--- config.mk ---
export PLATFORM = sky130hd
export DESIGN_NAME = radix_string_to_unsigned_parser
export DESIGN_NICKNAME = d
export VERILOG_FILES = /design/src/sv/rsp_pkg.sv /design/src/sv/rsp_in_reg.sv /design/src/sv/rsp_mac.sv /design/src/sv/radix_string_to_unsigned_parser.sv
export SDC_FILE = /design/constraint.sdc
export NUM_CORES = 1
export LEC_CHECK = 0
export ABC_AREA = 1
export BUFFER_PORTS_ARGS = -buffer_cell sky130_fd_sc_hd__buf_2
export CORE_UTILIZATION = 27
export CTS_BUF_LIST = sky130_fd_sc_hd__clkbuf_4 sky130_fd_sc_hd__clkbuf_8
export DETAILED_ROUTE_END_ITERATION = 6
export PLACE_DENSITY = 0.43
export SYNTH_ARGS = -nofsm -noshare
export SYNTH_HDL_FRONTEND = slang
export SYNTH_SLANG_ARGS = --single-unit
--- constraint.sdc ---
create_clock -name clk -period 5.2 [get_ports clk]
set_input_delay 1.04 -clock clk [delete_from_list [all_inputs] [get_ports clk]]
set_output_delay 1.04 -clock clk [all_outputs]
set_load 0.02 [all_outputs]
--- src/sv/rsp_pkg.sv ---
// Shared types and constants for the radix string to unsigned parser.
package rsp_pkg;

    localparam int VALUE_WIDTH = 64;
    localparam int WIDE_WIDTH  = VALUE_WIDTH + 5;

    localparam logic [1:0] STATUS_OK  = 2'd0;
    localparam logic [1:0] STATUS_FMT = 2'd1;
    localparam logic [1:0] STATUS_OVF = 2'd2;
    localparam logic [1:0] STATUS_ARG = 2'd3;

    localparam logic [4:0] RADIX_NONE = 5'd0;
    localparam logic [4:0] RADIX_BIN  = 5'd2;
    localparam logic [4:0] RADIX_OCT  = 5'd8;
    localparam logic [4:0] RADIX_DEC  = 5'd10;
    localparam logic [4:0] RADIX_HEX  = 5'd16;

    localparam logic [1:0] POS_FIRST  = 2'd0;
    localparam logic [1:0] POS_SECOND = 2'd1;
    localparam logic [1:0] POS_REST   = 2'd2;

    localparam logic [7:0] CHAR_ZERO  = 8'h30;
    localparam logic [7:0] CHAR_NINE  = 8'h39;
    localparam logic [7:0] CHAR_LO_A  = 8'h61;
    localparam logic [7:0] CHAR_LO_B  = 8'h62;
    localparam logic [7:0] CHAR_LO_F  = 8'h66;
    localparam logic [7:0] CHAR_LO_X  = 8'h78;
    localparam logic [7:0] CHAR_UP_A  = 8'h41;
    localparam logic [7:0] CHAR_UP_F  = 8'h46;

    typedef struct packed {
        logic [7:0] char_code;
        logic [4:0] radix;
        logic       last_char;
    } rsp_in_t;

    typedef struct packed {
        logic [63:0] parsed_value;
        logic [1:0]  status;
    } rsp_out_t;

    typedef struct packed {
        logic                   digit_ok;
        logic                   overflow;
        logic [VALUE_WIDTH-1:0] next_acc;
    } rsp_mac_t;

endpackage

--- src/sv/rsp_in_reg.sv ---
// Input word register with its valid flag and upstream handshake.
module rsp_in_reg
    import rsp_pkg::*;
(
    input  logic    clk,
    input  logic    rst_n,
    input  logic    src_valid,
    output logic    src_ready,
    input  rsp_in_t src_word,
    input  logic    advance,
    output logic    held_valid,
    output rsp_in_t held_word
);

    logic    vld_reg;
    rsp_in_t word_reg;

    assign src_ready  = !vld_reg || advance;
    assign held_valid = vld_reg;
    assign held_word  = word_reg;

    always_ff @(posedge clk or negedge rst_n)
    begin
        if (!rst_n)
        begin
            vld_reg <= 1'b0;
        end
        else if (src_valid && src_ready)
        begin
            vld_reg <= 1'b1;
        end
        else if (advance)
        begin
            vld_reg <= 1'b0;
        end
    end

    always_ff @(posedge clk)
    begin
        if (src_valid && src_ready)
        begin
            word_reg <= src_word;
        end
    end

endmodule

--- src/sv/rsp_mac.sv ---
// Digit decode and value * radix + digit with overflow detection.
module rsp_mac
    import rsp_pkg::*;
(
    input  logic [VALUE_WIDTH-1:0] acc,
    input  logic [7:0]             char_code,
    input  logic [4:0]             radix,
    output rsp_mac_t               mac
);

    logic                  found;
    logic [7:0]            diff;
    logic [3:0]            digit;
    logic [WIDE_WIDTH-1:0] ext;
    logic [WIDE_WIDTH-1:0] prod;
    logic [WIDE_WIDTH-1:0] sum;

    always_comb
    begin
        found = 1'b0;
        diff  = 8'd0;
        if (char_code >= CHAR_ZERO && char_code <= CHAR_NINE)
        begin
            found = 1'b1;
            diff  = char_code - CHAR_ZERO;
        end
        else if (radix == RADIX_HEX && char_code >= CHAR_LO_A && char_code <= CHAR_LO_F)
        begin
            found = 1'b1;
            diff  = char_code - CHAR_LO_A + 8'd10;
        end
        else if (radix == RADIX_HEX && char_code >= CHAR_UP_A && char_code <= CHAR_UP_F)
        begin
            found = 1'b1;
            diff  = char_code - CHAR_UP_A + 8'd10;
        end
        digit = diff[3:0];
    end

    // Multiplying by a constant radix is a shift, or two shifts and an add for ten.
    always_comb
    begin
        ext = WIDE_WIDTH'(acc);
        case (radix)
            RADIX_BIN: prod = ext << 1;
            RADIX_OCT: prod = ext << 3;
            RADIX_HEX: prod = ext << 4;
            default:   prod = (ext << 3) + (ext << 1);
        endcase
        sum = prod + WIDE_WIDTH'(digit);
    end

    assign mac.digit_ok = found && ({1'b0, digit} < radix);
    assign mac.overflow = |sum[WIDE_WIDTH-1:VALUE_WIDTH];
    assign mac.next_acc = sum[VALUE_WIDTH-1:0];

endmodule

--- src/sv/radix_string_to_unsigned_parser.sv ---
// Top level of the multi-radix ASCII string to unsigned integer parser.
//
// Usage: the source channel (src_valid/src_ready/src_word) carries one ASCII
// character per word, with the radix (2, 8, 10 or 16) sampled on the first
// character of a string and last_char marking its final character. Hex
// strings need the prefix "0x", octal "0", binary "b"; decimal has none.
// The result channel (res_valid/res_ready/res_word) carries one word per
// string, issued for the character marked last: the value and a status
// (success, bad format, overflow, argument error). The value is zero
// unless the status is success.
// Throughput is one character per cycle while the receiver does not stall.
// A word lands in the input register on the edge it is accepted and is
// folded into the accumulator when it advances out of that register; the
// last character then also loads the result register and sets res_valid.
// The accumulate is one shift-add by the constant radix and a compare on
// the carry bits.
// Reset clears the input and result valid flags and returns the parser to
// the start of a string. While the receiver stalls, the result register
// holds, the input register fills, and then src_ready drops.
module radix_string_to_unsigned_parser
    import rsp_pkg::*;
(
    input  logic     clk,
    input  logic     rst_n,
    input  logic     src_valid,
    output logic     src_ready,
    input  rsp_in_t  src_word,
    output logic     res_valid,
    input  logic     res_ready,
    output rsp_out_t res_word
);

    logic                   held_valid;
    rsp_in_t                held_word;
    logic                   advance;

    logic [VALUE_WIDTH-1:0] acc_reg;
    logic [VALUE_WIDTH-1:0] acc_next;
    logic [1:0]             err_reg;
    logic [1:0]             err_next;
    logic [1:0]             pos_reg;
    logic [1:0]             pos_next;
    logic [4:0]             radix_reg;
    logic [4:0]             radix_next;

    logic [VALUE_WIDTH-1:0] acc_base;
    logic [1:0]             err_base;
    rsp_mac_t               mac;

    logic                   res_vld_reg;
    rsp_out_t               res_word_reg;
    rsp_out_t               res_word_next;

    rsp_in_reg u_in_reg (
        .clk        (clk),
        .rst_n      (rst_n),
        .src_valid  (src_valid),
        .src_ready  (src_ready),
        .src_word   (src_word),
        .advance    (advance),
        .held_valid (held_valid),
        .held_word  (held_word)
    );

    assign advance = held_valid && (!res_vld_reg || res_ready);

    // The first character of a string starts from a clean slate.
    always_comb
    begin
        if (pos_reg == POS_FIRST)
        begin
            radix_next = held_word.radix;
            acc_base   = '0;
            if (held_word.radix == RADIX_NONE)
            begin
                err_base = STATUS_ARG;
            end
            else if (held_word.radix inside {RADIX_BIN, RADIX_OCT, RADIX_DEC, RADIX_HEX})
            begin
                err_base = STATUS_OK;
            end
            else
            begin
                err_base = STATUS_FMT;
            end
        end
        else
        begin
            radix_next = radix_reg;
            acc_base   = acc_reg;
            err_base   = err_reg;
        end
    end

    rsp_mac u_mac (
        .acc       (acc_base),
        .char_code (held_word.char_code),
        .radix     (radix_next),
        .mac       (mac)
    );

    always_comb
    begin
        logic do_acc;
        do_acc   = 1'b0;
        acc_next = acc_base;
        err_next = err_base;
        if (err_base == STATUS_OK)
        begin
            case (radix_next)
                RADIX_HEX:
                begin
                    if (pos_reg == POS_FIRST)
                    begin
                        if (held_word.char_code != CHAR_ZERO || held_word.last_char)
                        begin
                            err_next = STATUS_FMT;
                        end
                    end
                    else if (pos_reg == POS_SECOND)
                    begin
                        if (held_word.char_code != CHAR_LO_X)
                        begin
                            err_next = STATUS_FMT;
                        end
                    end
                    else
                    begin
                        do_acc = 1'b1;
                    end
                end
                RADIX_OCT, RADIX_BIN:
                begin
                    if (pos_reg == POS_FIRST)
                    begin
                        if (held_word.char_code !=
                            ((radix_next == RADIX_OCT) ? CHAR_ZERO : CHAR_LO_B))
                        begin
                            err_next = STATUS_FMT;
                        end
                    end
                    else
                    begin
                        do_acc = 1'b1;
                    end
                end
                default:
                begin
                    do_acc = 1'b1;
                end
            endcase
            if (do_acc)
            begin
                if (!mac.digit_ok)
                begin
                    err_next = STATUS_FMT;
                end
                else if (mac.overflow)
                begin
                    err_next = STATUS_OVF;
                end
                else
                begin
                    acc_next = mac.next_acc;
                end
            end
        end

        if (held_word.last_char)
        begin
            pos_next = POS_FIRST;
        end
        else if (pos_reg == POS_FIRST)
        begin
            pos_next = POS_SECOND;
        end
        else
        begin
            pos_next = POS_REST;
        end

        res_word_next.parsed_value = (err_next == STATUS_OK) ? 64'(acc_next) : 64'd0;
        res_word_next.status       = err_next;
    end

    always_ff @(posedge clk or negedge rst_n)
    begin
        if (!rst_n)
        begin
            pos_reg   <= POS_FIRST;
            err_reg   <= STATUS_OK;
            acc_reg   <= '0;
            radix_reg <= RADIX_NONE;
        end
        else if (advance)
        begin
            pos_reg   <= pos_next;
            err_reg   <= err_next;
            acc_reg   <= acc_next;
            radix_reg <= radix_next;
        end
    end

    always_ff @(posedge clk or negedge rst_n)
    begin
        if (!rst_n)
        begin
            res_vld_reg <= 1'b0;
        end
        else if (advance && held_word.last_char)
        begin
            res_vld_reg <= 1'b1;
        end
        else if (res_ready)
        begin
            res_vld_reg <= 1'b0;
        end
    end

    always_ff @(posedge clk)
    begin
        if (advance && held_word.last_char)
        begin
            res_word_reg <= res_word_next;
        end
    end

    assign res_valid = res_vld_reg;
    assign res_word  = res_word_reg;

    a_err_value_zero: assert property (@(posedge clk) disable iff (!rst_n)
        res_vld_reg && res_word_reg.status != STATUS_OK |-> res_word_reg.parsed_value == 64'd0)
        else $error("result carries a nonzero value with an error status");

    a_last_restarts: assert property (@(posedge clk) disable iff (!rst_n)
        advance && held_word.last_char |=> pos_reg == POS_FIRST && res_vld_reg)
        else $error("last character did not restart the string and issue a result");

    a_arg_err_radix: assert property (@(posedge clk) disable iff (!rst_n)
        pos_reg != POS_FIRST && err_reg == STATUS_ARG |-> radix_reg == RADIX_NONE)
        else $error("argument error latched with a nonzero radix");

    a_held_until_moved: assert property (@(posedge clk) disable iff (!rst_n)
        held_valid && !advance |=> held_valid && $stable(held_word))
        else $error("input register dropped a word that was not consumed");

    a_stall_blocks: assert property (@(posedge clk) disable iff (!rst_n)
        res_vld_reg && !res_ready |-> !advance)
        else $error("pipeline advanced while the result register was stalled");

endmodule
==> run_summary.xml <==
<?xml version="1.0" encoding="UTF-8"?>
<metrics>
  <group name="synthesis">
    <metric name="synth-seq-area-share" unit="">0.246</metric>
    <metric name="synth_enable_flop_cells" unit="">80</metric>
    <metric name="netlist_area" unit="µm²">17400</metric>
    <metric name="netlist_instances" unit="">3027</metric>
    <metric name="post-synth-top-count-cell" unit="">sky130_fd_sc_hd__nand2_1</metric>
    <metric name="synth_fp_nets" unit="">3071</metric>
    <metric name="synthTopCellsByCount" unit="">1155 x sky130_fd_sc_hd__nand2_1, 478 x sky130_fd_sc_hd__inv_1, 307 x sky130_fd_sc_hd__nor2_1, 199 x sky130_fd_sc_hd__nand3_1, 98 x sky130_fd_sc_hd__o21ai_1</metric>
    <metric name="synth.lib_cells_used.distinct" unit="">53</metric>
    <metric name="ys_ff_latch" unit="">155</metric>
    <metric name="synth.top_cells.by_area" unit="">sky130_fd_sc_hd__nand2_1 25%, sky130_fd_sc_hd__edfxtp_1 14%, sky130_fd_sc_hd__dfrtp_1 11%</metric>
    <metric name="ys_async_sr_fraction" unit="">0.484</metric>
    <metric name="synth_top_flop_cell" unit="">sky130_fd_sc_hd__edfxtp_1</metric>
    <metric name="yosysTopAreaCellShare" unit="">0.250</metric>
    <metric name="yosysTopAreaCell" unit="">sky130_fd_sc_hd__nand2_1</metric>
    <metric name="synth_area_per_cell" unit="µm²">5.74</metric>
    <metric name="yosysWarnings" unit="">0</metric>
  </group>
  <group name="layout">
    <metric name="finish.net_count" unit="">3842</metric>
    <metric name="final_core_util" unit="">0.416</metric>
    <metric name="area_growth_from_synthesis_to_final_layout" unit="%">51.9</metric>
    <metric name="drive_gt1_frac" unit="">0.343</metric>
    <metric name="finish.instance_area" unit="µm²">26400</metric>
    <metric name="largest_register_ff_count" unit="">66</metric>
  </group>
  <group name="timing">
    <metric name="timing.hold.ws" unit="ns">0.489</metric>
    <metric name="hold_viol" unit="">0</metric>
    <metric name="setup_violations" unit="">1</metric>
    <metric name="rsz0062_at_grt" unit="">yes</metric>
    <metric name="worst-slew-pin-transition" unit="ns">1.03</metric>
    <metric name="worst_slew_margin_rel" unit="">0.316</metric>
    <metric name="final.setup.worst_slack" unit="ns">-0.0123</metric>
    <metric name="final_max_slew_viol_count" unit="">0</metric>
    <metric name="clock.fmax" unit="GHz">0.192</metric>
    <metric name="final.setup_skew" unit="ns">0.0197</metric>
    <metric name="part_of_the_cycle_the_worst_path_needs" unit="">1.00</metric>
    <metric name="fin_crit" unit="ns">5.21</metric>
  </group>
  <group name="worst_setup_path">
    <metric name="timing.critical_path.to_type" unit="">flop</metric>
    <metric name="critical-path-top-delay-family" unit="">simple AND/OR/NAND/NOR gates</metric>
    <metric name="critical_path_start_type" unit="">flop</metric>
    <metric name="rr_startpoint" unit="">pos_reg[0]$_DFFE_PN0P_</metric>
    <metric name="cp.arrival" unit="ns">5.47</metric>
    <metric name="required" unit="ns">5.46</metric>
    <metric name="crit_path_max_incr_delay" unit="ns">0.44</metric>
    <metric name="worstPathMaxFanout" unit="">44</metric>
    <metric name="cp_common_cell" unit="">sky130_fd_sc_hd__nor2_4</metric>
    <metric name="timing.reg2reg.setup_slack" unit="ns">-0.01</metric>
    <metric name="critical_path_class" unit="">reg2reg</metric>
    <metric name="worstPathBufferInverterCount" unit="">11</metric>
    <metric name="critical_path.reg2reg.endpoint" unit="">res_word[57]$_SDFFCE_PP0P_</metric>
    <metric name="crit_path_start" unit="">pos_reg[0]$_DFFE_PN0P_</metric>
    <metric name="critPathSlowestCell" unit="">sky130_fd_sc_hd__dfrtp_1</metric>
    <metric name="r2r.worst_path.cells" unit="">32</metric>
  </group>
  <group name="run">
    <metric name="max-cap-violations" unit="">0</metric>
  </group>
  <group name="global_routing">
    <metric name="first_pass_grt_wire_length" unit="mm">129</metric>
    <metric name="grt_usage" unit="">0.260</metric>
    <metric name="grt_remaining_overflow" unit="">0</metric>
    <metric name="antenna_found_initial" unit="">1</metric>
    <metric name="first_global_vias" unit="">20975</metric>
    <metric name="grt_max_degree" unit="">85</metric>
  </group>
  <group name="pwr">
    <metric name="total_switching_power" unit="mW">3.19</metric>
    <metric name="pwr-share-clk" unit="">0.151</metric>
    <metric name="comb_power_share" unit="">0.623</metric>
    <metric name="finalPower" unit="mW">6.63</metric>
    <metric name="proportion_of_total_power_due_to_net_switching" unit="">0.481</metric>
    <metric name="vdd_drop_max" unit="mV">0.293</metric>
    <metric name="power_per_cell_area" unit="nW/µm²">252</metric>
    <metric name="p_int" unit="mW">3.44</metric>
    <metric name="power_leakage" unit="nW">12.9</metric>
    <metric name="pwr-share-seq" unit="">0.225</metric>
  </group>
  <group name="placed_design">
    <metric name="gp_congestion" unit="">0.973</metric>
    <metric name="dp_area" unit="µm²">23800</metric>
    <metric name="place_hpwl" unit="mm">71.6</metric>
    <metric name="buffer_ports.inserted" unit="">85</metric>
  </group>
  <group name="clock_network">
    <metric name="cts_htree_levels" unit="">4</metric>
    <metric name="cts_buffer_depth" unit="">2</metric>
    <metric name="cts.sink_count" unit="">155</metric>
    <metric name="clock_input_transition_at_the_sequential_cells_of_the_worst_setup_and_hold_paths" unit="ns">0.10</metric>
    <metric name="cts_inserted_buffers" unit="">17</metric>
    <metric name="ctsRootBufferMaster" unit="">sky130_fd_sc_hd__clkbuf_8</metric>
    <metric name="insertion_delay_to_the_later_sink_of_the_worst_skew_pair" unit="ns">0.51</metric>
    <metric name="tritoncts_clock_tree" unit="">built</metric>
  </group>
  <group name="floorplan">
    <metric name="floorplan.die.height" unit="µm">256</metric>
    <metric name="overall_die_width" unit="µm">256</metric>
    <metric name="dieArea" unit="µm²">65300</metric>
    <metric name="floorplan.initialDensity" unit="">0.274</metric>
    <metric name="coreArea" unit="µm²">63300</metric>
    <metric name="fp-row-count" unit="">92</metric>
    <metric name="pin_count" unit="">86</metric>
  </group>
  <group name="drt">
    <metric name="routed_wl" unit="mm">89.5</metric>
    <metric name="ant_nets" unit="">0</metric>
    <metric name="dr.pass1.iters" unit="">5</metric>
    <metric name="drt_via_density" unit="">4.83</metric>
    <metric name="num_vias" unit="">22516</metric>
    <metric name="drc_errors" unit="">0</metric>
    <metric name="detail_route.wl_per_cell" unit="µm">19.2</metric>
    <metric name="drt_first_iter_violations" unit="">2291</metric>
  </group>
  <group name="worst_hold_path">
    <metric name="worst_hold_path.endpoint" unit="">acc_reg[50]$_DFFE_PN0P_</metric>
    <metric name="hold_path_class" unit="">reg2reg</metric>
    <metric name="worstHoldStart" unit="">acc_reg[50]$_DFFE_PN0P_</metric>
    <metric name="hold_path_depth" unit="">2</metric>
  </group>
  <group name="status">
    <metric name="violations_in_the_final_reports" unit="">negative setup slack</metric>
    <metric name="status" unit="">complete, but fails checks</metric>
  </group>
</metrics>
## metrics by stage
step | setup WS [ns] | setup TNS, ns | instances
after floorplan | 0.0958 | 0 | 3027
after detailed placement | -0.340 | -25.25 | 4574
after CTS | -0.000457 | -0.000457 | 4610
after global routing | -0.205 | -12.67 | 4658
after global placement | -0.315 | -21.60 | 4574
final | -0.0123 | -0.0123 | 4658
## worst max-delay path by stage
stage | slack (ns) | to | cells past startpoint
final | -0.01 | res_word[57]$_SDFFCE_PP0P_ | 32
after global routing | -0.20 | res_word[51]$_SDFFCE_PP0P_ | 38
after CTS | -0.0005 | res_word[57]$_SDFFCE_PP0P_ | 37
after detailed placement | -0.34 | res_word[54]$_SDFFCE_PP0P_ | 28
after global placement | -0.31 | res_word[41]$_SDFFCE_PP0P_ | 28
after floorplan | 0.1 | res_word[48]$_SDFFCE_PP0P_ | 38
## kinds of logic (layout without fill, tap and decap cells)
| logic type | count (synthesis) | in the layout | share of synthesized area |
|---|---|---|---|
| AO/OA/AOI/OAI | 358 | 358 | 0.118 |
| XOR/XNOR | 54 | 54 | 0.0272 |
| adder cells (fa/ha/maj) | 26 | 26 | 0.0192 |
| buffers and inverters | 576 | 1360 | 0.138 |
| flip-flops | 155 | 155 | 0.246 |
| other | 0 | 1 | 0 |
| AND/OR/NAND/NOR | 1858 | 1858 | 0.450 |
## routing by layer
metal	up-vias	wire, µm	global-route usage
met3	67	5420	0.0295
met5	-	0	0
met2	751	37200	0.384
met4	0	1420	0.0491
met1	10635	45500	0.402
li1	11063	-	-
## area by class of cell
cell class                      instances  area [µm²]
Sequential cell                       155        4280
Multi-Input combinational cell       2296       12100
Antenna cell                            1        2.50
Timing Repair Buffer                  832        6660
Clock buffer                           18         248
Tap cell                              846        1060
Inverter                              496        1870
Clock inverter                         14         158
Fill cell                            6915       36900
## worst register-to-register path: cells and delay by family, from the launching register on
family	cells	cell delay (ns)
AOI/OAI and AO/OA	2	0.26
DFF	1	0.44
buffers and inverters	11	2.14
and+or+nand+nor	19	2.12
## what timing repair did
action	4_1_cts	5_1_grt
resized for setup	63	363
pin swaps	6	93
endpoints found under the setup margin	130	132
hold buffers	0	0
gates cloned	1	14
buffers inserted	3	39
## cells in the final DEF, fill, tap and decap left out, drive strengths merged
| cell | instances |
|---|---|
| clkinvlp | 2 |
| dfrtp | 75 |
| clkbuf | 28 |
| nand3b | 10 |
| a21oi | 99 |
| or3 | 1 |
| o311ai | 1 |
| o211ai | 1 |
| nor4b | 1 |
| and2 | 6 |
| a21boi | 4 |
| buf | 822 |
| o21bai | 5 |
| a221oi | 5 |
| nor3 | 25 |
| o21ai | 178 |
| nor2 | 403 |
| a211oi | 5 |
| o22ai | 31 |
| o2111ai | 22 |
| diode | 1 |
| edfxtp | 80 |
| or2 | 1 |
| nor4 | 5 |
| a41oi | 1 |
| clkinv | 7 |
| inv | 499 |
| nand4 | 34 |
| xor2 | 33 |
| fa | 1 |
| nand3 | 205 |
| nand2 | 1167 |
| a31oi | 5 |
| a21o | 1 |
| xnor2 | 21 |
| bufinv | 2 |
| ha | 25 |
## power by group through the flow
stage          registers [mW]  clock network, mW  logic, mW
2_1_floorplan            1.53                  0       1.76
3_3_place_gp             1.51                  0       3.38
3_5_place_dp             1.51                  0       3.37
4_1_cts                  1.49               1.04       3.44
5_1_grt                  1.51               1.08       4.35
6_report                 1.49               1.00       4.13
(Power assumes the default switching activity.)
